$ cat config.mk
export PLATFORM = sky130hd
export DESIGN_NAME = styled_line_pixel_generator_unit_flat
export DESIGN_NICKNAME = d
export VERILOG_FILES = /design/src/hdl/slpg_pkg.sv /design/src/hdl/slpg_cmd_if.sv /design/src/hdl/slpg_pixel_if.sv /design/src/hdl/slpg_cfg_if.sv /design/src/hdl/slpg_front.sv /design/src/hdl/slpg_queue.sv /design/src/hdl/slpg_back.sv /design/src/hdl/styled_line_pixel_generator_unit.sv /design/src/flat_wrapper.sv
export SDC_FILE = /design/constraint.sdc
export NUM_CORES = 1
export LEC_CHECK = 0
export BUFFER_PORTS_ARGS = -buffer_cell sky130_fd_sc_hd__buf_2
export CAP_MARGIN = 30
export CORE_MARGIN = 2
export CORE_UTILIZATION = 36
export CTS_BUF_LIST = sky130_fd_sc_hd__clkbuf_8
export CTS_CLUSTER_SIZE = 25
export DETAILED_ROUTE_END_ITERATION = 10
export PLACE_DENSITY = 0.48
export SYNTH_ARGS = -nofsm -noshare
export SYNTH_HDL_FRONTEND = slang
export SYNTH_SLANG_ARGS = --single-unit
$ cat constraint.sdc
create_clock -name clk -period 7.2 [get_ports clk]
set_clock_uncertainty 0.2 [all_clocks]
set_input_delay 1.08 -clock clk [delete_from_list [all_inputs] [get_ports clk]]
set_output_delay 1.08 -clock clk [all_outputs]
set_load 0.02 [all_outputs]
$ cat src/hdl/slpg_pkg.sv
// ----------------------------------------------------------------------------
// Styled line pixel generator package
// Shared constants, item codes and register indexes of the line generator.
// ----------------------------------------------------------------------------
`default_nettype none

package slpg_pkg;

    localparam int COORD_BITS_DEF = 12;
    localparam int QUEUE_DEPTH    = 2;

    localparam int KIND_BITS      = 2;
    localparam int MODE_BITS      = 2;
    localparam int COLOR_BITS     = 8;
    localparam int PATTERN_BITS   = 32;
    localparam int PAT_POS_BITS   = $clog2(PATTERN_BITS);
    localparam int CFG_INDEX_BITS = 3;
    localparam int CFG_DATA_BITS  = 32;

    localparam logic [KIND_BITS-1:0] KIND_START = 2'd0;
    localparam logic [KIND_BITS-1:0] KIND_STEP  = 2'd1;
    localparam logic [KIND_BITS-1:0] KIND_POINT = 2'd2;

    localparam logic [MODE_BITS-1:0] MODE_FG  = 2'd0;
    localparam logic [MODE_BITS-1:0] MODE_BG  = 2'd1;
    localparam logic [MODE_BITS-1:0] MODE_XOR = 2'd2;

    localparam logic [CFG_INDEX_BITS-1:0] CFG_WRITE_MODE    = 3'd0;
    localparam logic [CFG_INDEX_BITS-1:0] CFG_STYLED_ENABLE = 3'd1;
    localparam logic [CFG_INDEX_BITS-1:0] CFG_LINE_PATTERN  = 3'd2;
    localparam logic [CFG_INDEX_BITS-1:0] CFG_FG_COLOR      = 3'd3;
    localparam logic [CFG_INDEX_BITS-1:0] CFG_BG_COLOR      = 3'd4;
    localparam logic [CFG_INDEX_BITS-1:0] CFG_XOR_COLOR     = 3'd5;

    localparam logic [PATTERN_BITS-1:0] PATTERN_RESET = 32'hffff_ffff;
    localparam logic [COLOR_BITS-1:0]   FG_RESET      = 8'd1;
    localparam logic [COLOR_BITS-1:0]   BG_RESET      = 8'd0;
    localparam logic [COLOR_BITS-1:0]   XOR_RESET     = 8'd255;

    // Width of one queued job: code, four coordinates, two doubled deltas,
    // three direction flags and the error term.
    function automatic int job_bits(input int coord_bits);
        return KIND_BITS + 4 * coord_bits + 2 * (coord_bits + 1) + 3 + (coord_bits + 3);
    endfunction

endpackage

`default_nettype wire

$ cat src/hdl/slpg_cmd_if.sv
// ----------------------------------------------------------------------------
// Line command channel
// Carries start, step and point commands with their endpoint coordinates.
// ----------------------------------------------------------------------------
`default_nettype none

interface slpg_cmd_if #(
    parameter int COORD_BITS = slpg_pkg::COORD_BITS_DEF
);
    logic                           valid;
    logic                           ready;
    logic [slpg_pkg::KIND_BITS-1:0] kind;
    logic [COORD_BITS-1:0]          start_x;
    logic [COORD_BITS-1:0]          start_y;
    logic [COORD_BITS-1:0]          end_x;
    logic [COORD_BITS-1:0]          end_y;

    modport source (
        output valid, kind, start_x, start_y, end_x, end_y,
        input  ready
    );

    modport sink (
        input  valid, kind, start_x, start_y, end_x, end_y,
        output ready
    );
endinterface

`default_nettype wire

$ cat src/hdl/slpg_pixel_if.sv
// ----------------------------------------------------------------------------
// Pixel channel
// Carries one generated pixel with its draw flag, operation and color.
// ----------------------------------------------------------------------------
`default_nettype none

interface slpg_pixel_if #(
    parameter int COORD_BITS = slpg_pkg::COORD_BITS_DEF
);
    logic                            valid;
    logic                            ready;
    logic [COORD_BITS-1:0]           pixel_x;
    logic [COORD_BITS-1:0]           pixel_y;
    logic                            draw;
    logic                            pixel_op;
    logic [slpg_pkg::COLOR_BITS-1:0] color;
    logic                            last;

    modport source (
        output valid, pixel_x, pixel_y, draw, pixel_op, color, last,
        input  ready
    );

    modport sink (
        input  valid, pixel_x, pixel_y, draw, pixel_op, color, last,
        output ready
    );
endinterface

`default_nettype wire

$ cat src/hdl/slpg_cfg_if.sv
// ----------------------------------------------------------------------------
// Configuration write channel
// Carries a register index and the data written to that register.
// ----------------------------------------------------------------------------
`default_nettype none

interface slpg_cfg_if;
    logic                                valid;
    logic                                ready;
    logic [slpg_pkg::CFG_INDEX_BITS-1:0] index;
    logic [slpg_pkg::CFG_DATA_BITS-1:0]  data;

    modport source (
        output valid, index, data,
        input  ready
    );

    modport sink (
        input  valid, index, data,
        output ready
    );
endinterface

`default_nettype wire

$ cat src/hdl/slpg_front.sv
// ----------------------------------------------------------------------------
// Line generator front end
// Classifies commands and computes the line setup terms for start commands.
// ----------------------------------------------------------------------------
`default_nettype none

module slpg_front #(
    parameter int COORD_BITS = slpg_pkg::COORD_BITS_DEF
) (
    slpg_cmd_if.sink                                      cmd,
    output logic                                          job_valid,
    input  wire logic                                     job_ready,
    output logic [slpg_pkg::job_bits(COORD_BITS)-1:0]     job_data
);

    localparam int C  = COORD_BITS;
    localparam int EB = COORD_BITS + 3;

    typedef struct packed {
        logic [slpg_pkg::KIND_BITS-1:0] op;
        logic [C-1:0]                   sx;
        logic [C-1:0]                   sy;
        logic [C-1:0]                   ex;
        logic [C-1:0]                   ey;
        logic [C:0]                     tadx;
        logic [C:0]                     tady;
        logic                           xneg;
        logic                           yneg;
        logic                           xmaj;
        logic signed [EB-1:0]           err;
    } job_t;

    job_t          job;
    logic          known_kind;
    logic [C:0]    dx;
    logic [C:0]    dy;
    logic [C-1:0]  abs_dx;
    logic [C-1:0]  abs_dy;
    logic [C:0]    tadx;
    logic [C:0]    tady;
    logic          xmaj;

    always_comb
    begin
        case (cmd.kind)
            slpg_pkg::KIND_START,
            slpg_pkg::KIND_STEP,
            slpg_pkg::KIND_POINT: known_kind = 1'b1;
            default:              known_kind = 1'b0;
        endcase
    end

    assign dx     = {1'b0, cmd.end_x} - {1'b0, cmd.start_x};
    assign dy     = {1'b0, cmd.end_y} - {1'b0, cmd.start_y};
    assign abs_dx = dx[C] ? C'(~dx + 1'b1) : dx[C-1:0];
    assign abs_dy = dy[C] ? C'(~dy + 1'b1) : dy[C-1:0];
    assign tadx   = {abs_dx, 1'b0};
    assign tady   = {abs_dy, 1'b0};
    assign xmaj   = tadx > tady;

    always_comb
    begin
        job.op   = cmd.kind;
        job.sx   = cmd.start_x;
        job.sy   = cmd.start_y;
        job.ex   = cmd.end_x;
        job.ey   = cmd.end_y;
        job.tadx = tadx;
        job.tady = tady;
        job.xneg = dx[C];
        job.yneg = dy[C];
        job.xmaj = xmaj;
        if (xmaj)
        begin
            job.err = $signed({2'b00, tady}) - $signed({3'b000, abs_dx});
        end
        else
        begin
            job.err = $signed({2'b00, tadx}) - $signed({3'b000, abs_dy});
        end
    end

    // Unused kinds are taken and dropped here.
    assign cmd.ready = job_ready;
    assign job_valid = cmd.valid && known_kind;
    assign job_data  = job;

endmodule

`default_nettype wire

$ cat src/hdl/slpg_queue.sv
// ----------------------------------------------------------------------------
// Job queue
// Short register queue that decouples the front end from the pixel stepper.
// ----------------------------------------------------------------------------
`default_nettype none

module slpg_queue #(
    parameter int WIDTH = 8,
    parameter int DEPTH = slpg_pkg::QUEUE_DEPTH
) (
    input  wire logic             clk,
    input  wire logic             rst_n,
    input  wire logic             wr_valid,
    output logic                  wr_ready,
    input  wire logic [WIDTH-1:0] wr_data,
    output logic                  rd_valid,
    input  wire logic             rd_ready,
    output logic [WIDTH-1:0]      rd_data
);

    localparam int PB = (DEPTH > 1) ? $clog2(DEPTH) : 1;
    localparam int CB = $clog2(DEPTH + 1);
    localparam logic [PB-1:0] LAST_SLOT = PB'(DEPTH - 1);
    localparam logic [CB-1:0] FULL_COUNT = CB'(DEPTH);

    logic [WIDTH-1:0] slot_reg [DEPTH];
    logic [PB-1:0]    wr_ptr_reg;
    logic [PB-1:0]    wr_ptr_next;
    logic [PB-1:0]    rd_ptr_reg;
    logic [PB-1:0]    rd_ptr_next;
    logic [CB-1:0]    count_reg;
    logic [CB-1:0]    count_next;
    logic             push;
    logic             pop;

    assign wr_ready = count_reg != FULL_COUNT;
    assign rd_valid = count_reg != '0;
    assign rd_data  = slot_reg[rd_ptr_reg];
    assign push     = wr_valid && wr_ready;
    assign pop      = rd_valid && rd_ready;

    always_comb
    begin
        wr_ptr_next = wr_ptr_reg;
        rd_ptr_next = rd_ptr_reg;
        count_next  = count_reg;
        if (push)
        begin
            wr_ptr_next = (wr_ptr_reg == LAST_SLOT) ? '0 : wr_ptr_reg + 1'b1;
        end
        if (pop)
        begin
            rd_ptr_next = (rd_ptr_reg == LAST_SLOT) ? '0 : rd_ptr_reg + 1'b1;
        end
        if (push && !pop)
        begin
            count_next = count_reg + 1'b1;
        end
        else if (pop && !push)
        begin
            count_next = count_reg - 1'b1;
        end
    end

    always_ff @(posedge clk or negedge rst_n)
    begin
        if (!rst_n)
        begin
            wr_ptr_reg <= '0;
            rd_ptr_reg <= '0;
            count_reg  <= '0;
        end
        else
        begin
            wr_ptr_reg <= wr_ptr_next;
            rd_ptr_reg <= rd_ptr_next;
            count_reg  <= count_next;
        end
    end

    always_ff @(posedge clk)
    begin
        if (push)
        begin
            slot_reg[wr_ptr_reg] <= wr_data;
        end
    end

    a_count_bound: assert property (@(posedge clk) disable iff (!rst_n)
        count_reg <= FULL_COUNT)
        else $error("queue count exceeds depth");

    a_push_counts: assert property (@(posedge clk) disable iff (!rst_n)
        (push && !pop) |=> count_reg == $past(count_reg) + 1'b1)
        else $error("queue count did not grow on a push");

    a_pop_counts: assert property (@(posedge clk) disable iff (!rst_n)
        (pop && !push) |=> count_reg == $past(count_reg) - 1'b1)
        else $error("queue count did not shrink on a pop");

endmodule

`default_nettype wire

$ cat src/hdl/slpg_back.sv
// ----------------------------------------------------------------------------
// Line generator back end
// Holds the configuration and line state, steps the line and drives pixels.
// ----------------------------------------------------------------------------
`default_nettype none

module slpg_back #(
    parameter int COORD_BITS = slpg_pkg::COORD_BITS_DEF
) (
    input  wire logic                                      clk,
    input  wire logic                                      rst_n,
    input  wire logic                                      job_valid,
    output logic                                           job_ready,
    input  wire logic [slpg_pkg::job_bits(COORD_BITS)-1:0] job_data,
    slpg_cfg_if.sink                                       cfg,
    slpg_pixel_if.source                                   pixel
);

    localparam int C  = COORD_BITS;
    localparam int EB = COORD_BITS + 3;
    localparam int PB = slpg_pkg::PAT_POS_BITS;
    localparam int KB = slpg_pkg::COLOR_BITS;
    localparam logic [C-1:0] ONE = C'(1);

    typedef struct packed {
        logic [slpg_pkg::KIND_BITS-1:0] op;
        logic [C-1:0]                   sx;
        logic [C-1:0]                   sy;
        logic [C-1:0]                   ex;
        logic [C-1:0]                   ey;
        logic [C:0]                     tadx;
        logic [C:0]                     tady;
        logic                           xneg;
        logic                           yneg;
        logic                           xmaj;
        logic signed [EB-1:0]           err;
    } job_t;

    job_t job;

    logic [slpg_pkg::MODE_BITS-1:0]    write_mode_reg;
    logic                              styled_reg;
    logic [slpg_pkg::PATTERN_BITS-1:0] pattern_reg;
    logic [KB-1:0]                     fg_reg;
    logic [KB-1:0]                     bg_reg;
    logic [KB-1:0]                     xor_reg;

    logic [C-1:0]         cur_x_reg,  cur_x_next;
    logic [C-1:0]         cur_y_reg,  cur_y_next;
    logic [C-1:0]         stop_x_reg, stop_x_next;
    logic [C-1:0]         stop_y_reg, stop_y_next;
    logic signed [EB-1:0] err_reg,    err_next;
    logic [C:0]           tadx_reg,   tadx_next;
    logic [C:0]           tady_reg,   tady_next;
    logic                 xneg_reg,   xneg_next;
    logic                 yneg_reg,   yneg_next;
    logic                 xmaj_reg,   xmaj_next;
    logic [PB-1:0]        pos_reg,    pos_next;
    logic                 active_reg, active_next;

    logic          pix_valid_reg, pix_valid_next;
    logic [C-1:0]  pix_x_reg,     pix_x_next;
    logic [C-1:0]  pix_y_reg,     pix_y_next;
    logic          pix_draw_reg,  pix_draw_next;
    logic          pix_op_reg,    pix_op_next;
    logic [KB-1:0] pix_color_reg, pix_color_next;
    logic          pix_last_reg,  pix_last_next;

    logic                 take;
    logic                 mode_ok;
    logic                 mode_op;
    logic [KB-1:0]        mode_color;
    logic                 line_last;
    logic                 minor_step;
    logic signed [EB-1:0] tadx_s;
    logic signed [EB-1:0] tady_s;

    function automatic logic [C-1:0] step_coord(input logic [C-1:0] v, input logic neg);
        return neg ? v - ONE : v + ONE;
    endfunction

    assign job       = job_t'(job_data);
    assign job_ready = !pix_valid_reg || pixel.ready;
    assign take      = job_valid && job_ready;
    assign cfg.ready = 1'b1;

    assign tadx_s = $signed({2'b00, tadx_reg});
    assign tady_s = $signed({2'b00, tady_reg});

    always_comb
    begin
        unique case (write_mode_reg)
            slpg_pkg::MODE_FG:
            begin
                mode_ok = 1'b1; mode_op = 1'b0; mode_color = fg_reg;
            end
            slpg_pkg::MODE_BG:
            begin
                mode_ok = 1'b1; mode_op = 1'b0; mode_color = bg_reg;
            end
            slpg_pkg::MODE_XOR:
            begin
                mode_ok = 1'b1; mode_op = 1'b1; mode_color = xor_reg;
            end
            default:
            begin
                mode_ok = 1'b0; mode_op = 1'b0; mode_color = '0;
            end
        endcase
    end

    assign line_last  = xmaj_reg ? (cur_x_reg == stop_x_reg) : (cur_y_reg == stop_y_reg);
    assign minor_step = (err_reg > 0) ||
                        (err_reg == 0 && !(xmaj_reg ? xneg_reg : yneg_reg));

    always_comb
    begin
        cur_x_next     = cur_x_reg;
        cur_y_next     = cur_y_reg;
        stop_x_next    = stop_x_reg;
        stop_y_next    = stop_y_reg;
        err_next       = err_reg;
        tadx_next      = tadx_reg;
        tady_next      = tady_reg;
        xneg_next      = xneg_reg;
        yneg_next      = yneg_reg;
        xmaj_next      = xmaj_reg;
        pos_next       = pos_reg;
        active_next    = active_reg;
        pix_valid_next = pix_valid_reg && !pixel.ready;
        pix_x_next     = pix_x_reg;
        pix_y_next     = pix_y_reg;
        pix_draw_next  = pix_draw_reg;
        pix_op_next    = pix_op_reg;
        pix_color_next = pix_color_reg;
        pix_last_next  = pix_last_reg;

        if (take)
        begin
            case (job.op)
                slpg_pkg::KIND_START:
                begin
                    cur_x_next  = job.sx;
                    cur_y_next  = job.sy;
                    stop_x_next = job.ex;
                    stop_y_next = job.ey;
                    err_next    = job.err;
                    tadx_next   = job.tadx;
                    tady_next   = job.tady;
                    xneg_next   = job.xneg;
                    yneg_next   = job.yneg;
                    xmaj_next   = job.xmaj;
                    pos_next    = '0;
                    active_next = 1'b1;
                end
                slpg_pkg::KIND_POINT:
                begin
                    pix_valid_next = 1'b1;
                    pix_x_next     = job.sx;
                    pix_y_next     = job.sy;
                    pix_draw_next  = mode_ok;
                    pix_op_next    = mode_op;
                    pix_color_next = mode_color;
                    pix_last_next  = 1'b1;
                end
                slpg_pkg::KIND_STEP:
                begin
                    if (active_reg)
                    begin
                        pix_valid_next = 1'b1;
                        pix_x_next     = cur_x_reg;
                        pix_y_next     = cur_y_reg;
                        pix_op_next    = mode_op;
                        pix_color_next = mode_color;
                        pix_last_next  = line_last;
                        if (styled_reg)
                        begin
                            // The pattern is read from its most significant bit down.
                            pix_draw_next = pattern_reg[~pos_reg];
                            pos_next      = pos_reg + 1'b1;
                        end
                        else
                        begin
                            pix_draw_next = 1'b1;
                        end
                        if (line_last)
                        begin
                            active_next = 1'b0;
                        end
                        else if (xmaj_reg)
                        begin
                            cur_x_next = step_coord(cur_x_reg, xneg_reg);
                            cur_y_next = minor_step ? step_coord(cur_y_reg, yneg_reg)
                                                    : cur_y_reg;
                            err_next   = err_reg + tady_s - (minor_step ? tadx_s : '0);
                        end
                        else
                        begin
                            cur_y_next = step_coord(cur_y_reg, yneg_reg);
                            cur_x_next = minor_step ? step_coord(cur_x_reg, xneg_reg)
                                                    : cur_x_reg;
                            err_next   = err_reg + tadx_s - (minor_step ? tady_s : '0);
                        end
                    end
                end
                default:
                begin
                end
            endcase
        end
    end

    always_ff @(posedge clk or negedge rst_n)
    begin
        if (!rst_n)
        begin
            write_mode_reg <= slpg_pkg::MODE_FG;
            styled_reg     <= 1'b0;
            pattern_reg    <= slpg_pkg::PATTERN_RESET;
            fg_reg         <= slpg_pkg::FG_RESET;
            bg_reg         <= slpg_pkg::BG_RESET;
            xor_reg        <= slpg_pkg::XOR_RESET;
            cur_x_reg      <= '0;
            cur_y_reg      <= '0;
            stop_x_reg     <= '0;
            stop_y_reg     <= '0;
            err_reg        <= '0;
            tadx_reg       <= '0;
            tady_reg       <= '0;
            xneg_reg       <= 1'b0;
            yneg_reg       <= 1'b0;
            xmaj_reg       <= 1'b0;
            pos_reg        <= '0;
            active_reg     <= 1'b0;
            pix_valid_reg  <= 1'b0;
        end
        else
        begin
            if (cfg.valid)
            begin
                case (cfg.index)
                    slpg_pkg::CFG_WRITE_MODE:    write_mode_reg <= cfg.data[slpg_pkg::MODE_BITS-1:0];
                    slpg_pkg::CFG_STYLED_ENABLE: styled_reg     <= cfg.data[0];
                    slpg_pkg::CFG_LINE_PATTERN:  pattern_reg    <= cfg.data;
                    slpg_pkg::CFG_FG_COLOR:      fg_reg         <= cfg.data[KB-1:0];
                    slpg_pkg::CFG_BG_COLOR:      bg_reg         <= cfg.data[KB-1:0];
                    slpg_pkg::CFG_XOR_COLOR:     xor_reg        <= cfg.data[KB-1:0];
                    default:
                    begin
                    end
                endcase
            end
            cur_x_reg     <= cur_x_next;
            cur_y_reg     <= cur_y_next;
            stop_x_reg    <= stop_x_next;
            stop_y_reg    <= stop_y_next;
            err_reg       <= err_next;
            tadx_reg      <= tadx_next;
            tady_reg      <= tady_next;
            xneg_reg      <= xneg_next;
            yneg_reg      <= yneg_next;
            xmaj_reg      <= xmaj_next;
            pos_reg       <= pos_next;
            active_reg    <= active_next;
            pix_valid_reg <= pix_valid_next;
        end
    end

    always_ff @(posedge clk)
    begin
        pix_x_reg     <= pix_x_next;
        pix_y_reg     <= pix_y_next;
        pix_draw_reg  <= pix_draw_next;
        pix_op_reg    <= pix_op_next;
        pix_color_reg <= pix_color_next;
        pix_last_reg  <= pix_last_next;
    end

    assign pixel.valid    = pix_valid_reg;
    assign pixel.pixel_x  = pix_x_reg;
    assign pixel.pixel_y  = pix_y_reg;
    assign pixel.draw     = pix_draw_reg;
    assign pixel.pixel_op = pix_op_reg;
    assign pixel.color    = pix_color_reg;
    assign pixel.last     = pix_last_reg;

    a_start_arms: assert property (@(posedge clk) disable iff (!rst_n)
        (take && job.op == slpg_pkg::KIND_START) |=> active_reg && pos_reg == '0)
        else $error("start did not arm the line");

    a_last_ends: assert property (@(posedge clk) disable iff (!rst_n)
        (take && job.op == slpg_pkg::KIND_STEP && active_reg && line_last)
        |=> !active_reg && pix_valid_reg && pix_last_reg)
        else $error("final pixel did not end the line");

    a_start_silent: assert property (@(posedge clk) disable iff (!rst_n)
        (take && job.op == slpg_pkg::KIND_START) |=> !pix_valid_reg)
        else $error("start produced a pixel");

    a_pattern_advance: assert property (@(posedge clk) disable iff (!rst_n)
        (take && job.op == slpg_pkg::KIND_STEP && active_reg && styled_reg)
        |=> pos_reg == PB'($past(pos_reg) + 1'b1))
        else $error("pattern position did not advance");

endmodule

`default_nettype wire

$ cat src/hdl/styled_line_pixel_generator_unit.sv
// ----------------------------------------------------------------------------
// Styled line pixel generator
// Bresenham line stepper with a 32-bit dash pattern and point output.
// ----------------------------------------------------------------------------
// A pixel is held in the output register after its step or point command has
// passed through the job queue.
// Throughput: one command per cycle while the pixel channel does not stall it.
// A start command produces no pixel; an unused kind is taken and dropped.
// Reset clears the line state and queue and loads the register defaults.
// ----------------------------------------------------------------------------
`default_nettype none

module styled_line_pixel_generator_unit #(
    parameter int COORD_BITS = slpg_pkg::COORD_BITS_DEF
) (
    input  wire logic    clk,
    input  wire logic    rst_n,
    slpg_cmd_if.sink     cmd,
    slpg_cfg_if.sink     cfg,
    slpg_pixel_if.source pixel
);

    localparam int JOB_BITS = slpg_pkg::job_bits(COORD_BITS);

    logic                fe_valid;
    logic                fe_ready;
    logic [JOB_BITS-1:0] fe_data;
    logic                be_valid;
    logic                be_ready;
    logic [JOB_BITS-1:0] be_data;

    slpg_front #(
        .COORD_BITS (COORD_BITS)
    ) u_front (
        .cmd       (cmd),
        .job_valid (fe_valid),
        .job_ready (fe_ready),
        .job_data  (fe_data)
    );

    slpg_queue #(
        .WIDTH (JOB_BITS),
        .DEPTH (slpg_pkg::QUEUE_DEPTH)
    ) u_queue (
        .clk      (clk),
        .rst_n    (rst_n),
        .wr_valid (fe_valid),
        .wr_ready (fe_ready),
        .wr_data  (fe_data),
        .rd_valid (be_valid),
        .rd_ready (be_ready),
        .rd_data  (be_data)
    );

    slpg_back #(
        .COORD_BITS (COORD_BITS)
    ) u_back (
        .clk       (clk),
        .rst_n     (rst_n),
        .job_valid (be_valid),
        .job_ready (be_ready),
        .job_data  (be_data),
        .cfg       (cfg),
        .pixel     (pixel)
    );

endmodule

`default_nettype wire

$ cat src/flat_wrapper.sv
// flat-port wrapper written by rule: the top's interface ports become plain ports
module styled_line_pixel_generator_unit_flat 
#(
    parameter int COORD_BITS = slpg_pkg::COORD_BITS_DEF
)
  (clk, rst_n, cmd_valid, cmd_kind, cmd_start_x, cmd_start_y, cmd_end_x, cmd_end_y, cmd_ready, cfg_valid, cfg_index, cfg_data, cfg_ready, pixel_valid, pixel_pixel_x, pixel_pixel_y, pixel_draw, pixel_pixel_op, pixel_color, pixel_last, pixel_ready);
  slpg_cmd_if #(.COORD_BITS(COORD_BITS)) cmd_i ();
  slpg_cfg_if cfg_i ();
  slpg_pixel_if #(.COORD_BITS(COORD_BITS)) pixel_i ();
  input  wire logic clk;
  input  wire logic rst_n;
  input wire logic [$bits(cmd_i.valid)-1:0] cmd_valid;
  input wire logic [$bits(cmd_i.kind)-1:0] cmd_kind;
  input wire logic [$bits(cmd_i.start_x)-1:0] cmd_start_x;
  input wire logic [$bits(cmd_i.start_y)-1:0] cmd_start_y;
  input wire logic [$bits(cmd_i.end_x)-1:0] cmd_end_x;
  input wire logic [$bits(cmd_i.end_y)-1:0] cmd_end_y;
  output wire logic [$bits(cmd_i.ready)-1:0] cmd_ready;
  input wire logic [$bits(cfg_i.valid)-1:0] cfg_valid;
  input wire logic [$bits(cfg_i.index)-1:0] cfg_index;
  input wire logic [$bits(cfg_i.data)-1:0] cfg_data;
  output wire logic [$bits(cfg_i.ready)-1:0] cfg_ready;
  output wire logic [$bits(pixel_i.valid)-1:0] pixel_valid;
  output wire logic [$bits(pixel_i.pixel_x)-1:0] pixel_pixel_x;
  output wire logic [$bits(pixel_i.pixel_y)-1:0] pixel_pixel_y;
  output wire logic [$bits(pixel_i.draw)-1:0] pixel_draw;
  output wire logic [$bits(pixel_i.pixel_op)-1:0] pixel_pixel_op;
  output wire logic [$bits(pixel_i.color)-1:0] pixel_color;
  output wire logic [$bits(pixel_i.last)-1:0] pixel_last;
  input wire logic [$bits(pixel_i.ready)-1:0] pixel_ready;
  assign cmd_i.valid = cmd_valid;
  assign cmd_i.kind = cmd_kind;
  assign cmd_i.start_x = cmd_start_x;
  assign cmd_i.start_y = cmd_start_y;
  assign cmd_i.end_x = cmd_end_x;
  assign cmd_i.end_y = cmd_end_y;
  assign cmd_ready = cmd_i.ready;
  assign cfg_i.valid = cfg_valid;
  assign cfg_i.index = cfg_index;
  assign cfg_i.data = cfg_data;
  assign cfg_ready = cfg_i.ready;
  assign pixel_valid = pixel_i.valid;
  assign pixel_pixel_x = pixel_i.pixel_x;
  assign pixel_pixel_y = pixel_i.pixel_y;
  assign pixel_draw = pixel_i.draw;
  assign pixel_pixel_op = pixel_i.pixel_op;
  assign pixel_color = pixel_i.color;
  assign pixel_last = pixel_i.last;
  assign pixel_i.ready = pixel_ready;
  styled_line_pixel_generator_unit #(.COORD_BITS(COORD_BITS)) u_core (.clk(clk), .rst_n(rst_n), .cmd(cmd_i), .cfg(cfg_i), .pixel(pixel_i));
endmodule
# ---- Word level (Yosys, flattened, before mapping)
# Memory sizes are Yosys's and may differ from the RTL's.
# Index checks and enable logic that the tools add are counted.
# W data, S select, Z words.
dict set report totals {
  out_inout_bits 38
  ram_bits 184
  n_memories 1
  ff_bits 197
  word_cells 168
}
# name words width read_ports rd_ports_with_merged_regs wr line_no
set memory_table {}
lappend memory_table {u_core.u_queue.slot_reg 2 92 1 0 1 slpg_queue.sv:26} ;# logic [WIDTH-1:0] slot_reg [DEPTH];
dict set report classes {
  n_eq_ne 19
  bitwise_logic 3
  reduce_logical 38
  add_sub_neg 19
  mux 57
  n_lt_le_gt_ge 3
}
# operator count
set ops {}
lappend ops {{$mux W12} 14}
lappend ops {{$pmux W12 S2} 4}
lappend ops {{$mux W15} 4}
lappend ops {{$add A12 B1 Y12 const B} 4}
lappend ops {{$logic_not A32 Y1} 1}
lappend ops {{$add A15 B13 Y15} 2}
lappend ops {{$pmux W15 S2} 1}
lappend ops {{$sub A15 B13 Y15} 2}
lappend ops {{$sub A13 B12 Y14} 2}
lappend ops {{$mux W13} 2}
lappend ops {{$sub A12 B12 Y13} 2}
lappend ops {{$eq A12 B12 Y1} 2}
lappend ops {{$not A12 Y12} 2}
lappend ops {{$pmux W8 S3} 1}
lappend ops {{$sub A12 B1 Y12 const B} 2}
lappend ops {{$mux W1} 18}
lappend ops {{$pmux W8 S2} 1}
lappend ops {{$reduce_and A2 Y1} 8}
lappend ops {{$gt A15 B1 Y1 const B} 1}
lappend ops {{$gt A13 B13 Y1} 1}
lappend ops {{$mux W5} 2}
lappend ops {{$pmux W1 S2} 5}
lappend ops {{$pmux W5 S2} 1}
lappend ops {{$reduce_and A5 Y1} 2}
lappend ops {{25 further kinds} 55}

# ---- Logic depth before layout (Yosys ltp)
# Gate-level depths: netlist (run 1).
dict set report depth {
  depth_word 10
  mapped_depth 23
}

# ---- Cells and area by module
# From an unflattened synthesis (run 1), not the netlist that was laid out.
dict set report hier_totals {
  cells_unflattened 1997
  hier_area_um2 23311.1
}
# module area_per_inst_um2 n_inst seq_area_each_um2 cells_each
set modules_own_cells {}
lappend modules_own_cells {slpg_back 12112.9 1 5056.1 1148}
lappend modules_own_cells {slpg_queue 7188.1 1 5745.5 311}
lappend modules_own_cells {slpg_front 4010.1 1 0.0 538}

# ---- Least setup slack after synthesis (run 1)
# No wires, ideal clock.
dict set report synth_path {
  kind {input to register}
  startpoint {in cmd_kind[0]}
  endpoint {mem u_core.u_queue.slot_reg[0][0] (netlist name) (enable)}
  setup_ns 0.542
  stages 3
  t_required_ns 6.458
  n_path_buf 0
  arrival_time_ns 5.070
  setup_slack_ns 1.388
  cell_sequence {nand2_1 -> nand3_1 -> nor2_1}
}
dict set report synth_via {
  elab_chain_len 7
  word_cells_on_any_way 9
}
# item line_no
set synth_rtl {}
lappend synth_rtl {{start, declared} flat_wrapper.sv:13} ;# input wire logic [$bits(cmd_i.kind)-1:0] cmd_kind;
lappend synth_rtl {{$eq A2 B1 Y1, or another cell as far along} slpg_front.sv:45} ;# case (cmd.kind)
lappend synth_rtl {{$reduce_or A3 Y1 *} slpg_front.sv:45}
lappend synth_rtl {{$mux W1 *} slpg_front.sv:45}
lappend synth_rtl {{$logic_and A1 B1 Y1 *} slpg_front.sv:85} ;# assign job_valid = cmd.valid && known_kind;
lappend synth_rtl {{$logic_and A1 B1 Y1 *} slpg_queue.sv:39} ;# assign push = wr_valid && wr_ready;
lappend synth_rtl {{$mux W1 *} slpg_queue.sv:83} ;# if (push)
lappend synth_rtl {{$mux W1 (not written as such) *} slpg_queue.sv:85} ;# slot_reg[wr_ptr_reg] <= wr_data;
lappend synth_rtl {{end, declared} slpg_queue.sv:26}
# Mark *: on every way between the ends. The rest lies on a longest branch, timed or not.

# ---- Worst setup path in the final report (run 1)
dict set report layout_path {
  startpoint {in cmd_end_y[0]}
  endpoint {mem u_core.u_queue.slot_reg[1][1] (netlist name) (data pin)}
}
dict set report layout_via {
  word_cells_on_any_way 8
}
# item line_no
set layout_rtl {}
lappend layout_rtl {{start, declared} flat_wrapper.sv:17} ;# input wire logic [$bits(cmd_i.end_y)-1:0] cmd_end_y;
lappend layout_rtl {{$sub A12 B12 Y13} slpg_front.sv:54} ;# assign dy = {1'b0, cmd.end_y} - {1'b0, cmd.start_y};
lappend layout_rtl {{via u_core.fe_data[16]} styled_line_pixel_generator_unit.sv:27} ;# logic [JOB_BITS-1:0] fe_data;
lappend layout_rtl {{$mux W12} slpg_front.sv:56} ;# assign abs_dy = dy[C] ? C'(~dy + 1'b1) : dy[C-1:0];
lappend layout_rtl {{via u_core.fe_data[21]} styled_line_pixel_generator_unit.sv:27}
lappend layout_rtl {{$gt A13 B13 Y1} slpg_front.sv:59} ;# assign xmaj = tadx > tady;
lappend layout_rtl {{$mux W15} slpg_front.sv:73} ;# if (xmaj)
lappend layout_rtl {{via u_core.fe_data[1]} styled_line_pixel_generator_unit.sv:27}
# The timed path passes the listed nets, and every way through them passes these cells.

==> out/metrics.csv, run 1 <==
stage,metric,value,unit
timing,drv_slew,0,
detailed_routing,route.detailed.drc,0,
setup_path,path_cells,buf_2 -> inv_1 -> ha_1 -> fa_1 -> nor2b_1 -> o21ai_0 -> nand3_1 -> a41o_1 -> inv_2 -> nand2b_1 -> xor2_1 -> inv_1 -> ha_1 -> o21a_1 -> o21a_1 -> o21ai_0 -> a21oi_1 -> o21ai_0 -> nand3_1 -> a21oi_1 -> o21a_4 -> maj3_4 -> mux2_1,
power,pwr_density_cell,492,nW/um^2
layout,drive_gt1_share,19.8,%
timing,slew_headroom,38.8,%
die,die_w,246,um
clock_network,cts_resized,0,
clock_network,cts_root_buf,clkbuf_8,
power,p_clk_share,17.0,%
clock_network,clockBufferDepth,3,
detailed_routing,postRouteAntennaNets,0,
setup_path,rrSetupSlack,1.60,ns
global_routing,grt_overflow,0,
logic_synthesis,yosysTopAreaCellShare,30.9,%
die,dieArea,60500,um^2
logic_synthesis,synth_edf_count,217,
timing,fmax,0.172,GHz
power,ir_drop,183,uV
power,swShare,42.2,%
logic_synthesis,synth_ff_type,edfxtp_1,
detailed_routing,via_per_inst,5.01,
logic_synthesis,synth-seq-area-share,50.1,%
timing,fin_crit,5.82,ns
die,row_count,88,
die,initial_utilization,36.5,%
clock_network,insertion_delay,0.64,ns
die,core,57800,um^2
run_status,outcome,"complete, no violations",
logic_synthesis,syn-num-nets,2084,
setup_path,crit_path_end_kind,register,
setup_path,crit_end,u_core.u_queue.slot_reg[1][1],
detailed_routing,wl_per_cell,19.2,um
layout,n_fill_cell,5611,
detailed_routing,first_iter_violations,929,
timing,setup-violations-final,0,
logic_synthesis,synthArstFlopShare,42.4,%
global_routing,track_usage,18.4,%
setup_path,reg2reg_to,u_core.u_back.err_reg[14],
power,switchingPower,4.98,mW
layout,regArea,10600,um^2
setup_path,critPathLaunchType,input port,
logic_synthesis,ys_ff_latch,377,
timing,setup_ws,1.38,ns
global_routing,grt_max_degree,96,
setup_path,crit_arrival,5.98,ns
hold_path,hold_path_class,in -> async,
global_routing,grt_pass1_wl,84.9,mm
setup_path,crit_type,in -> reg,
place,post-place-ws,0.809,ns
place,dpl.hpwl,40.0,mm
layout,nets,2246,
global_routing,grt_antenna_before_repair,3,
power,p_leak,10.1,nW
die,chipHeight,246,um
layout,multi_input_area,9590,um^2
power,p_comb_share,51.9,%
clock_network,cts_tree,built,
power,power.share.sequential,31.1,%
setup_path,cp_common_cell,o21ai_0,
clock_network,h-tree-depth,3,
logic_synthesis,synth_area,21100,um^2
place,globalplace.congestion,0.838,
setup_path,r2r_start,u_core.u_back.yneg_reg,
logic_synthesis,synth_area_leaders,"edfxtp_1 (31%), dfrtp_1 (14%), ha_1 (6.1%)",
setup_path,critPathRequiredTime,7.36,ns
detailed_routing,dr_total_vias,14200,
setup_path,rr_worst_depth,19,
logic_synthesis,synth_area_leader_cell,edfxtp_1,
clock_network,post_cts_buffers,0,
timing,finalSetupTns,0,ns
clock_network,path_clk_slew,0.06,ns
logic_synthesis,syn-instance-count,1859,
layout,largest_reg_flops,182,
layout,syn2layout_area_growth,14.0,%
clock_network,ctsHoldBuffers,0,
logic_synthesis,yosys_warnings,0,
detailed_routing,firstDrtPassIters,5,
place,portBuffers,126,
setup_path,critPathMaxFanout,13,
timing,period_share,80.8,%
setup_path,setup.worst_path.start,cmd_end_y[0],
timing,grt_setup_unrepaired,false,
timing,hold_viol_final,0,
global_routing,grt_pass1_vias,14400,
detailed_routing,wirelength,54.5,mm
clock_network,cts_sinks,377,
die,pin_count,128,
logic_synthesis,ys_types,92,
setup_path,crit_slowest_cell,fa_1,
clock_network,cts_made_buffers,70,
setup_path,critPathMaxStageDelay,0.45,ns
timing,tightest_slew,0.919,ns
run,drv_cap,0,
logic_synthesis,synth.avg_cell_area,11.3,um^2
power,internal_power,6.83,mW
[kinds of logic (layout without fill, tap and decap cells)]
logic type,Yosys count,after routing,share of synthesized area [%]
buffers and inverters,249,466,4.58
xor gates and xnor gates,117,117,4.99
muxes,184,184,9.82
adders and majority gates,140,140,9.41
DFF,377,377,50.1
other,1,2,0.0178
AOI/OAI and AO/OA,391,391,11.7
and+or+nand+nor,400,400,9.28
[routing by layer]
metal	wire length [um]	global-route usage, %	part of all wire [%]	up-vias
met3	2560	3.22	4.7	61
met4	725	3.99	1.3	0
met2	24500	28.9	45	307
li1	-	-	-	6936
met1	26600	26.4	49	6938
met5	0	0	0	-
[power groups by stage]
stage                     Sequential [mW]  Combinational, mW  Clock (mW)
final                                3.67               6.14        2.01
after global routing                 3.76               6.92        2.19
after CTS                            3.68               6.22        2.09
after detailed placement             3.72               6.19           0
after global placement               3.70               6.12           0
after floorplan                      3.62               4.58           0
[worst min path at each step]
stage	endpoint	slack (ns)	cells after the start
2_1_floorplan	u_core.u_back.err_reg[2]	0.25	2
3_5_place_dp	u_core.u_back.err_reg[4]	0.27	2
4_1_cts	u_core.u_back.cur_y_reg[10]	0.20	1
6_report	u_core.u_back.bg_reg[2]	0.21	1
5_1_grt	u_core.u_back.cur_y_reg[7]	0.22	1
3_3_place_gp	u_core.u_back.err_reg[3]	0.26	2
[cells in the mapped netlist (7+ instances only)]
cell type  instances
ha_1             103
a211oi_1          25
nand2_1          134
nor4_1             7
mux2_2            82
mux4_2            10
dfstp_2           41
a21o_1            22
and2_1            30
nand2b_1          18
fa_1              32
xnor2_1           68
o21ai_0          139
mux2i_1           91
o31ai_1            7
a21boi_0          13
nor3_1            29
inv_1            185
nor2b_1           39
dfrtp_1          119
xor2_1            47
nand3_1           28
edfxtp_1         217
a31oi_1           16
o21a_1            14
a21oi_1           79
buf_1             12
nor2_1            73
clkbuf_1          43
nand4_1            9
[critical path, delay by kind of cell]
| kind | cells | cell delay [ns] |
|---|---|---|
| mux | 1 | 0.37 |
| buf+inv | 4 | 0.43 |
| compound gates | 9 | 1.84 |
| xor+xnor | 1 | 0.33 |
| simple gates | 4 | 0.59 |
| fa+ha+maj | 4 | 1.32 |
[metrics by stage]
stage | power, mW | hold WS [ns] | instances | instance area (um^2) | utilization [%]
6_report | 11.8 | 0.214 | 2842 | 24000 | 41.6
5_1_grt | 12.9 | 0.217 | 2842 | 24000 | 41.6
4_1_cts | 12.0 | 0.195 | 2840 | 24000 | 41.6
3_5_place_dp | 9.91 | 0.270 | 2713 | 22700 | 39.2
3_3_place_gp | 9.82 | 0.261 | 2712 | 22600 | 39.2
2_1_floorplan | 8.20 | 0.249 | 1859 | 21100 | -
[placed cells by master, fill, tap and decap left out, types with 32 or more instances in the layout]
| cell | Yosys | routed |
|---|---|---|
| o21ai_0 | 139 | 138 |
| ha_1 | 103 | 102 |
| dfrtp_1 | 119 | 118 |
| xnor2_1 | 68 | 68 |
| nor2b_1 | 39 | 39 |
| a21oi_1 | 79 | 78 |
| nand2_1 | 134 | 133 |
| mux2i_1 | 91 | 91 |
| mux2_2 | 82 | 82 |
| fa_1 | 32 | 32 |
| dfstp_2 | 41 | 41 |
| edfxtp_1 | 217 | 217 |
| buf_2 | 3 | 125 |
| inv_1 | 185 | 211 |
| clkbuf_8 | 0 | 77 |
| xor2_1 | 47 | 47 |
| nor2_1 | 73 | 71 |
[final cells by class]
cell class / count / area share (%)
Timing Repair Buffer: 151 / 3.50
Multi-Input combinational cell: 1233 / 39.9
Antenna cell: 1 / 0.0104
Tap cell: 765 / 3.98
Clock buffer: 77 / 4.41
Inverter: 188 / 2.94
Sequential cell: 377 / 44.0
Clock inverter: 50 / 1.23
Note: power is estimated with default switching activity, not from simulation.
==> run 2, diff against run 1 <==
- ABC_AREA: not set -> 1
- PLACE_DENSITY: 0.48 -> 0.5
- clock period: 7.2 -> 5.1 ns (I/O delays scaled with it)
==> run 2 against run 1 <==
Compared with the run above:
- sequential share of layout area down 1.4 points
- non-clock buffer count up 10
- synthesized area up 2.4%
- hold slack worse by 0.20 ns
- total power up 50%
- sequential cell count unchanged
- combinational power up 57%
- critical endpoint is now u_core.u_queue.slot_reg[1][12]
- synthesized cell count up 28%
- count of clock-buffer cells in the layout up 9
- via count up 19%
- wire length up 11%
- clock power up 55%
==> out/metrics.csv, run 2 <==
stage,metric,value,unit,change
clock_network,clockBufferDepth,3,,unchanged
global_routing,grtUsageMet1,28.6,%,was 26.4%
layout,n_fill_cell,5836,,was 5611
detailed_routing,dr_total_vias,16900,,was 14200
layout,layout_commonest_cell,nand2_1,,was edfxtp_1
layout,regArea,10600,um^2,unchanged
power,p_leak,11.1,nW,was 10.1 nW
logic_synthesis,synth_area,21600,um^2,was 21100 um^2
global_routing,grt_antenna_before_repair,4,,was 3
power,pwr_density_cell,716,nW/um^2,was 492 nW/um^2
detailed_routing,firstDrtPassIters,5,,unchanged
place,portBuffers,126,,unchanged
timing,setup_ws,0.544,ns,was 1.38 ns
logic_synthesis,yosysMostFrequentCell,nand2_1,,was edfxtp_1
place,placement.cell_area,23300,um^2,was 22700 um^2
setup_path,reg2reg_to,u_core.u_back.err_reg[10],,was u_core.u_back.err_reg[14]
global_routing,grt_pass1_vias,16500,,was 14400
logic_synthesis,synth.top_cells.by_count,"nand2_1 (464), inv_1 (300), o21ai_0 (246), edfxtp_1 (217), nor2_1 (202)",,"was edfxtp_1 (217), inv_1 (185), o21ai_0 (139), nand2_1 (134), dfrtp_1 (119)"
global_routing,grt_use_met2,29.3,%,was 28.9%
timing,finalSetupTns,0,ns,unchanged
setup_path,rrSetupSlack,0.56,ns,was 1.60 ns
detailed_routing,route.detailed.drc,0,,unchanged
setup_path,rr_worst_depth,18,,was 19
global_routing,grt_overflow,0,,unchanged
place,globalplace.congestion,0.929,,was 0.838
setup_path,crit_type,in -> reg,,unchanged
logic_synthesis,synth-seq-area-share,49.0,%,was 50.1%
die,row_count,89,,was 88
layout,syn2layout_area_growth,14.9,%,was 14.0%
die,dieArea,61900,um^2,was 60500 um^2
detailed_routing,postRouteAntennaNets,0,,unchanged
logic_synthesis,synthArstFlopShare,42.4,%,unchanged
setup_path,crit_slowest_cell,fa_1,,unchanged
logic_synthesis,synth_area_leader_cell,edfxtp_1,,unchanged
logic_synthesis,ys_types,57,,was 92
detailed_routing,via_per_inst,5.01,,about the same
clock_network,cts_sinks,377,,unchanged
clock_network,cts_root_buf,clkbuf_8,,unchanged
detailed_routing,wl_per_cell,18.0,um,was 19.2 um
layout,largest_reg_flops,182,,unchanged
clock_network,post_cts_buffers,0,,unchanged
die,core,59100,um^2,was 57800 um^2
clock_network,insertion_delay,0.64,ns,about the same
logic_synthesis,synth.avg_cell_area,9.08,um^2,was 11.3 um^2
timing,slew_headroom,35.4,%,was 38.8%
die,initial_utilization,36.5,%,about the same
logic_synthesis,syn-instance-count,2376,,was 1859
hold_path,hold_path_class,in -> async,,unchanged
logic_synthesis,yosysTopAreaCellShare,30.2,%,was 30.9%
layout,nets,2767,,was 2246
global_routing,use_met3,3.10,%,was 3.22%
timing,period_share,89.3,%,
timing,grt_setup_unrepaired,false,,unchanged
die,pin_count,128,,unchanged
run,drv_cap,0,,unchanged
timing,fin_crit,4.56,ns,
layout,final_area,24800,um^2,was 24000 um^2
setup_path,critPathMaxFanout,7,,was 13
place,post-place-ws,-0.0684,ns,was 0.809 ns
timing,fmax,0.219,GHz,
timing,holdWs,0.0102,ns,was 0.214 ns
global_routing,track_usage,19.5,%,was 18.4%
global_routing,grt_max_degree,94,,was 96
setup_path,cp_common_cell,nand2_1,,was o21ai_0
clock_network,cts_tree,built,,unchanged
logic_synthesis,yosys_warnings,0,,unchanged
clock_network,cts_resized,0,,unchanged
logic_synthesis,synth_ff_type,edfxtp_1,,unchanged
clock_network,path_clk_slew,0.05,ns,was 0.06 ns
global_routing,grt_pass1_wl,94.8,mm,was 84.9 mm
timing,setup-violations-final,0,,unchanged
timing,tightest_slew,0.969,ns,was 0.919 ns
clock_network,h-tree-depth,3,,unchanged
clock_network,ctsHoldBuffers,0,,unchanged
setup_path,crit_path_end_kind,register,,unchanged
timing,drv_slew,0,,unchanged
setup_path,r2r_start,u_core.u_back.err_reg[9],,was u_core.u_back.yneg_reg
logic_synthesis,ys_ff_latch,377,,unchanged
detailed_routing,first_iter_violations,1278,,was 929
layout,multi_input_area,9580,um^2,was 9590 um^2
logic_synthesis,synth_edf_count,217,,unchanged
global_routing,top_usage_layer,met2,,unchanged
die,chipHeight,249,um,was 246 um
setup_path,critPathRequiredTime,5.29,ns,was 7.36 ns
die,die_w,249,um,was 246 um
clock_network,cts_made_buffers,72,,was 70
power,total_power,17.8,mW,was 11.8 mW
logic_synthesis,synth_area_leaders,"edfxtp_1 (30%), dfrtp_1 (14%), nand2_1 (8.1%)",,"was edfxtp_1 (31%), dfrtp_1 (14%), ha_1 (6.1%)"
detailed_routing,wirelength,60.6,mm,was 54.5 mm
run_status,outcome,"complete, no violations",,unchanged
layout,layout_common_cells,"nand2_1 (464), inv_1 (319), o21ai_0 (246)",,"was edfxtp_1 (217), inv_1 (211), o21ai_0 (138)"
timing,hold_viol_final,0,,unchanged
logic_synthesis,syn-num-nets,2601,,was 2084
layout,drive_gt1_share,17.8,%,was 19.8%
setup_path,crit_arrival,4.74,ns,was 5.98 ns
setup_path,critPathMaxStageDelay,0.46,ns,was 0.45 ns
place,dpl.hpwl,44.5,mm,was 40.0 mm
power,ir_drop,341,uV,was 183 uV
setup_path,critPathLaunchType,input port,,unchanged
==> run 2: cell count changes after synthesis, moves of 29 or more <==
| cell | previous run | this run |
|---|---|---|
| nand2_1 | 134 | 464 |
| nor2_1 | 73 | 202 |
| inv_1 | 185 | 300 |
| o21ai_0 | 139 | 246 |
| mux2i_1 | 91 | 5 |
| nand3_1 | 28 | 101 |
| mux2_2 | 82 | 24 |
| xnor2_1 | 68 | 22 |
| nor2b_1 | 39 | 0 |
| o211ai_1 | 5 | 43 |
| or2_2 | 5 | 43 |
| nand2_2 | 0 | 36 |
| and2_1 | 30 | 1 |
==> run 2: worst max-delay path, delay by kind of cell <==
| kind | cells | cell delay (ns) |
|---|---|---|
| and+or+nand+nor | 18 | 1.39 |
| adders and majority gates | 3 | 1.07 |
| AOI/OAI and AO/OA | 5 | 1.04 |
| buffers and inverters | 5 | 0.48 |
==> run 2: logic make-up (layout without fill, tap and decap cells) <==
kind of cell / after synthesis / after routing / synth area share [%]
buf+inv: 380 / 605 / 6.77
simple gates: 912 / 912 / 18.6
fa+ha+maj: 135 / 135 / 8.94
mux: 29 / 29 / 1.48
xor+xnor: 57 / 57 / 2.31
flops: 377 / 377 / 49.0
compound gates: 485 / 485 / 12.9
other cells: 1 / 5 / 0.0174
==> run 2: where the power goes <==
group	internal, mW	leakage, nW	switching (mW)
registers	4.50	3.88	0.491
logic	3.37	6.35	6.28
clock network	1.79	0.852	1.32
==> run 2: worst max-delay path by stage <==
stage | end | cells after the start | slack (ns) | start
finish | u_core.u_queue.slot_reg[1][12] | 31 | 0.54 | cmd_end_y[0]
global route | u_core.u_queue.slot_reg[0][12] | 31 | 0.06 | cmd_end_y[0]
CTS | u_core.u_back.err_reg[10] | 18 | 0.57 | u_core.u_back.err_reg[9]
detailed placement | u_core.u_queue.slot_reg[0][12] | 31 | -0.07 | cmd_end_y[0]
global placement | u_core.u_queue.slot_reg[0][12] | 31 | -0.02 | cmd_end_y[0]
floorplan | u_core.u_queue.slot_reg[0][12] | 31 | 0.37 | cmd_end_y[0]
==> run 2: cell type report <==
| class | count | area share (%) |
|---|---|---|
| Antenna cell | 4 | 0.0404 |
| Clock buffer | 86 | 4.77 |
| Clock inverter | 47 | 1.40 |
| Inverter | 311 | 4.73 |
| Multi-Input combinational cell | 1619 | 38.6 |
| Sequential cell | 377 | 42.6 |
| Tap cell | 773 | 3.90 |
| Timing Repair Buffer | 161 | 3.88 |
==> run 2: through the flow <==
stage | utilization (%) | cells
floorplan | - | 2376
global route | 41.9 | 3376
detailed placement | 39.3 | 3241
global placement | 39.3 | 3240
finish | 41.9 | 3378
CTS | 41.9 | 3374
==> run 2: metal layers <==
layer  wire length [um]  part of all wire [%]  vias up
met2              26300                    43      444
met1              29800                    49     8079
met4               1300                   2.2        2
li1                   -                     -     8332
met3               3220                   5.3       76
met5                 12                 0.020        -
==> run 3, diff against run 2 <==
- CTS_BUF_LIST: sky130_fd_sc_hd__clkbuf_8 -> sky130_fd_sc_hd__clkbuf_4 sky130_fd_sc_hd__clkbuf_8
- PLACE_DENSITY: 0.5 -> 0.48
- clock period: 5.1 -> 5.7 ns (I/O delays scaled with it)
==> run 3 against run 2 <==
Compared with the run above:
- via count decreased by 0.48%
- worst setup slack improved by 0.42 ns
- combinational power decreased by 11%
- core utilization about the same
- non-clock buffer count decreased by 4
- final cell count decreased by 0.24%
==> out/metrics.csv, run 3 (synthesis gave the netlist of run 2 again) <==
stage,metric,value,unit,change
layout,drive_gt1_share,18.5,%,was 17.8%
timing,slew_headroom,36.7,%,was 35.4%
global_routing,track_usage,20.0,%,was 19.5%
setup_path,critPathLaunchType,register,,was input port
clock_network,cts_sinks,377,,unchanged
layout,final_area,24800,um^2,about the same
place,globalplace.congestion,0.917,,was 0.929
setup_path,crit_path_end_kind,register,,unchanged
clock_network,cts_made_buffers,70,,was 72
detailed_routing,firstDrtPassIters,5,,unchanged
run,drv_cap,0,,unchanged
timing,tightest_slew,0.949,ns,was 0.969 ns
setup_path,critPathRequiredTime,5.97,ns,was 5.29 ns
die,die_w,249,um,unchanged
timing,grt_setup_unrepaired,false,,unchanged
global_routing,grt_antenna_before_repair,3,,was 4
die,chipHeight,249,um,unchanged
power,ir_drop,350,uV,was 341 uV
setup_path,crit_arrival,5.01,ns,was 4.74 ns
clock_network,cts_tree,built,,unchanged
power,swShare,45.6,%,was 45.5%
timing,fin_crit,4.74,ns,
detailed_routing,route.detailed.drc,0,,unchanged
clock_network,h-tree-depth,3,,unchanged
power,internal_power,8.65,mW,was 9.67 mW
power,pwr_density_cell,641,nW/um^2,was 716 nW/um^2
die,row_count,89,,unchanged
clock_network,insertion_delay,0.63,ns,was 0.64 ns
layout,syn2layout_area_growth,14.9,%,about the same
power,switchingPower,7.24,mW,was 8.09 mW
timing,hold_viol_final,0,,unchanged
layout,largest_reg_flops,182,,unchanged
place,portBuffers,126,,unchanged
power,total_power,15.9,mW,was 17.8 mW
setup_path,crit_slowest_cell,dfrtp_1,,was fa_1
global_routing,grt_pass1_vias,16600,,was 16500
detailed_routing,postRouteAntennaNets,0,,unchanged
setup_path,cp_common_cell,a21oi_1,,was nand2_1
die,initial_utilization,36.5,%,unchanged
timing,period_share,83.1,%,
clock_network,clockBufferDepth,3,,unchanged
timing,fmax,0.211,GHz,
power,p_clk_share,17.5,%,about the same
clock_network,ctsHoldBuffers,0,,unchanged
place,dpl.hpwl,46.0,mm,was 44.5 mm
layout,regArea,10600,um^2,unchanged
clock_network,cts_root_buf,clkbuf_8,,unchanged
power,power.share.sequential,28.3,%,was 28.1%
setup_path,crit_type,reg -> reg,,was in -> reg
global_routing,grt_pass1_wl,96.9,mm,was 94.8 mm
die,core,59100,um^2,unchanged
timing,drv_slew,0,,unchanged
global_routing,grt_max_degree,94,,unchanged
die,pin_count,128,,unchanged
detailed_routing,dr_total_vias,16900,,about the same
detailed_routing,wirelength,62.2,mm,was 60.6 mm
layout,layout_commonest_cell,nand2_1,,unchanged
detailed_routing,via_per_inst,5.00,,was 5.01
clock_network,cts_resized,0,,unchanged
setup_path,critPathMaxStageDelay,0.66,ns,was 0.46 ns
layout,layout.core_utilization,41.9,%,about the same
setup_path,path_cells,o211ai_1 -> a21oi_1 -> a41oi_1 -> clkinv_1 -> nor2_1 -> fa_1 -> inv_1 -> ha_1 -> a21oi_1 -> o21ai_0 -> a21oi_1 -> o21ai_0 -> or2_2 -> a221oi_1 -> o22ai_1,,
clock_network,path_clk_slew,0.06,ns,was 0.05 ns
hold_path,hold_path_class,in -> reg,,was in -> async
global_routing,grt_overflow,0,,unchanged
layout,n_fill_cell,5900,,was 5836
timing,setup-violations-final,0,,unchanged
die,dieArea,61900,um^2,unchanged
clock_network,post_cts_buffers,0,,unchanged
layout,layout_common_cells,"nand2_1 (464), inv_1 (299), o21ai_0 (246)",,"was nand2_1 (464), inv_1 (319), o21ai_0 (246)"
place,placement.cell_area,23200,um^2,was 23300 um^2
run_status,outcome,"complete, no violations",,unchanged
layout,multi_input_area,9580,um^2,unchanged
timing,finalSetupTns,0,ns,unchanged
setup_path,critPathMaxFanout,14,,was 7
detailed_routing,first_iter_violations,1007,,was 1278
power,p_leak,11.0,nW,was 11.1 nW
layout,nets,2761,,was 2767
power,p_comb_share,54.2,%,was 54.4%
detailed_routing,wl_per_cell,18.5,um,was 18.0 um
run 3: changes by cell type in the layout (fill, tap and decap cells not counted), sizes merged:
cell / delta
clkbuf: +28
inv: -18
clkinv: -7
buf: -5
bufinv: -3
clkinvlp: -3
diode: -1
dlygate4sd3: +1
run 3: through the flow:
step | std cells | setup slack [ns] | hold slack [ns]
after detailed placement | 3235 | 0.458 | 0.271
after global routing | 3370 | 0.561 | 0.193
after CTS | 3365 | 0.968 | 0.134
after floorplan | 2376 | 0.000821 | 0.246
final | 3370 | 0.963 | 0.225
after global placement | 3232 | 0.474 | 0.263
run 3: cell type report:
cell class                 instances  area share (%)
sequential                       377            42.7
multi-input combinational       1619            38.7
clock buffer                     114            5.52
inverter                         311            4.73
timing repair buffer             157            3.91
tap                              773            3.90
clock inverter                    16           0.606
antenna                            3          0.0303
run 3: power by group through the flow:
stage	Clock [mW]	Sequential, mW	Combinational, mW
after global routing	2.98	4.59	9.78
after CTS	2.87	4.50	8.66
after floorplan	0	4.55	6.04
after detailed placement	0	4.54	8.61
after global placement	0	4.53	8.50
final	2.78	4.49	8.62
run 3: worst paths after layout:
check	startpoint	endpoint	slack, ns	cells past startpoint
max	u_core.u_back.yneg_reg	u_core.u_back.err_reg[8]	0.96	15
min	cmd_end_y[0]	u_core.u_queue.slot_reg[0][42]	0.23	1
max reg2reg	u_core.u_back.yneg_reg	u_core.u_back.err_reg[8]	0.96	15
min reg2reg	u_core.u_queue.count_reg[0]	u_core.u_queue.count_reg[0]	0.28	1
max in group asynchronous	rst_n	u_core.u_back.tadx_reg[10]	3.63	4
min in group asynchronous	rst_n	u_core.u_back.cur_y_reg[10]	0.37	2
run 3: layer usage:
metal  track usage (%)  part of all wire [%]  vias up
li1                  -                     -     8314
met1              29.7                    50     8109
met2              30.7                    44      360
met3              2.43                   4.3       69
met4              5.82                   1.8        0
met5                 0                     0        -
run 3: critical path, delay by kind of cell (launching register included):
family                   cells  cell delay, ns
AO/OA/AOI/OAI                9            1.95
adder cells (fa/ha/maj)      2            0.71
flip-flops                   1            0.66
AND/OR/NAND/NOR              2            0.56
buffers and inverters        2            0.50
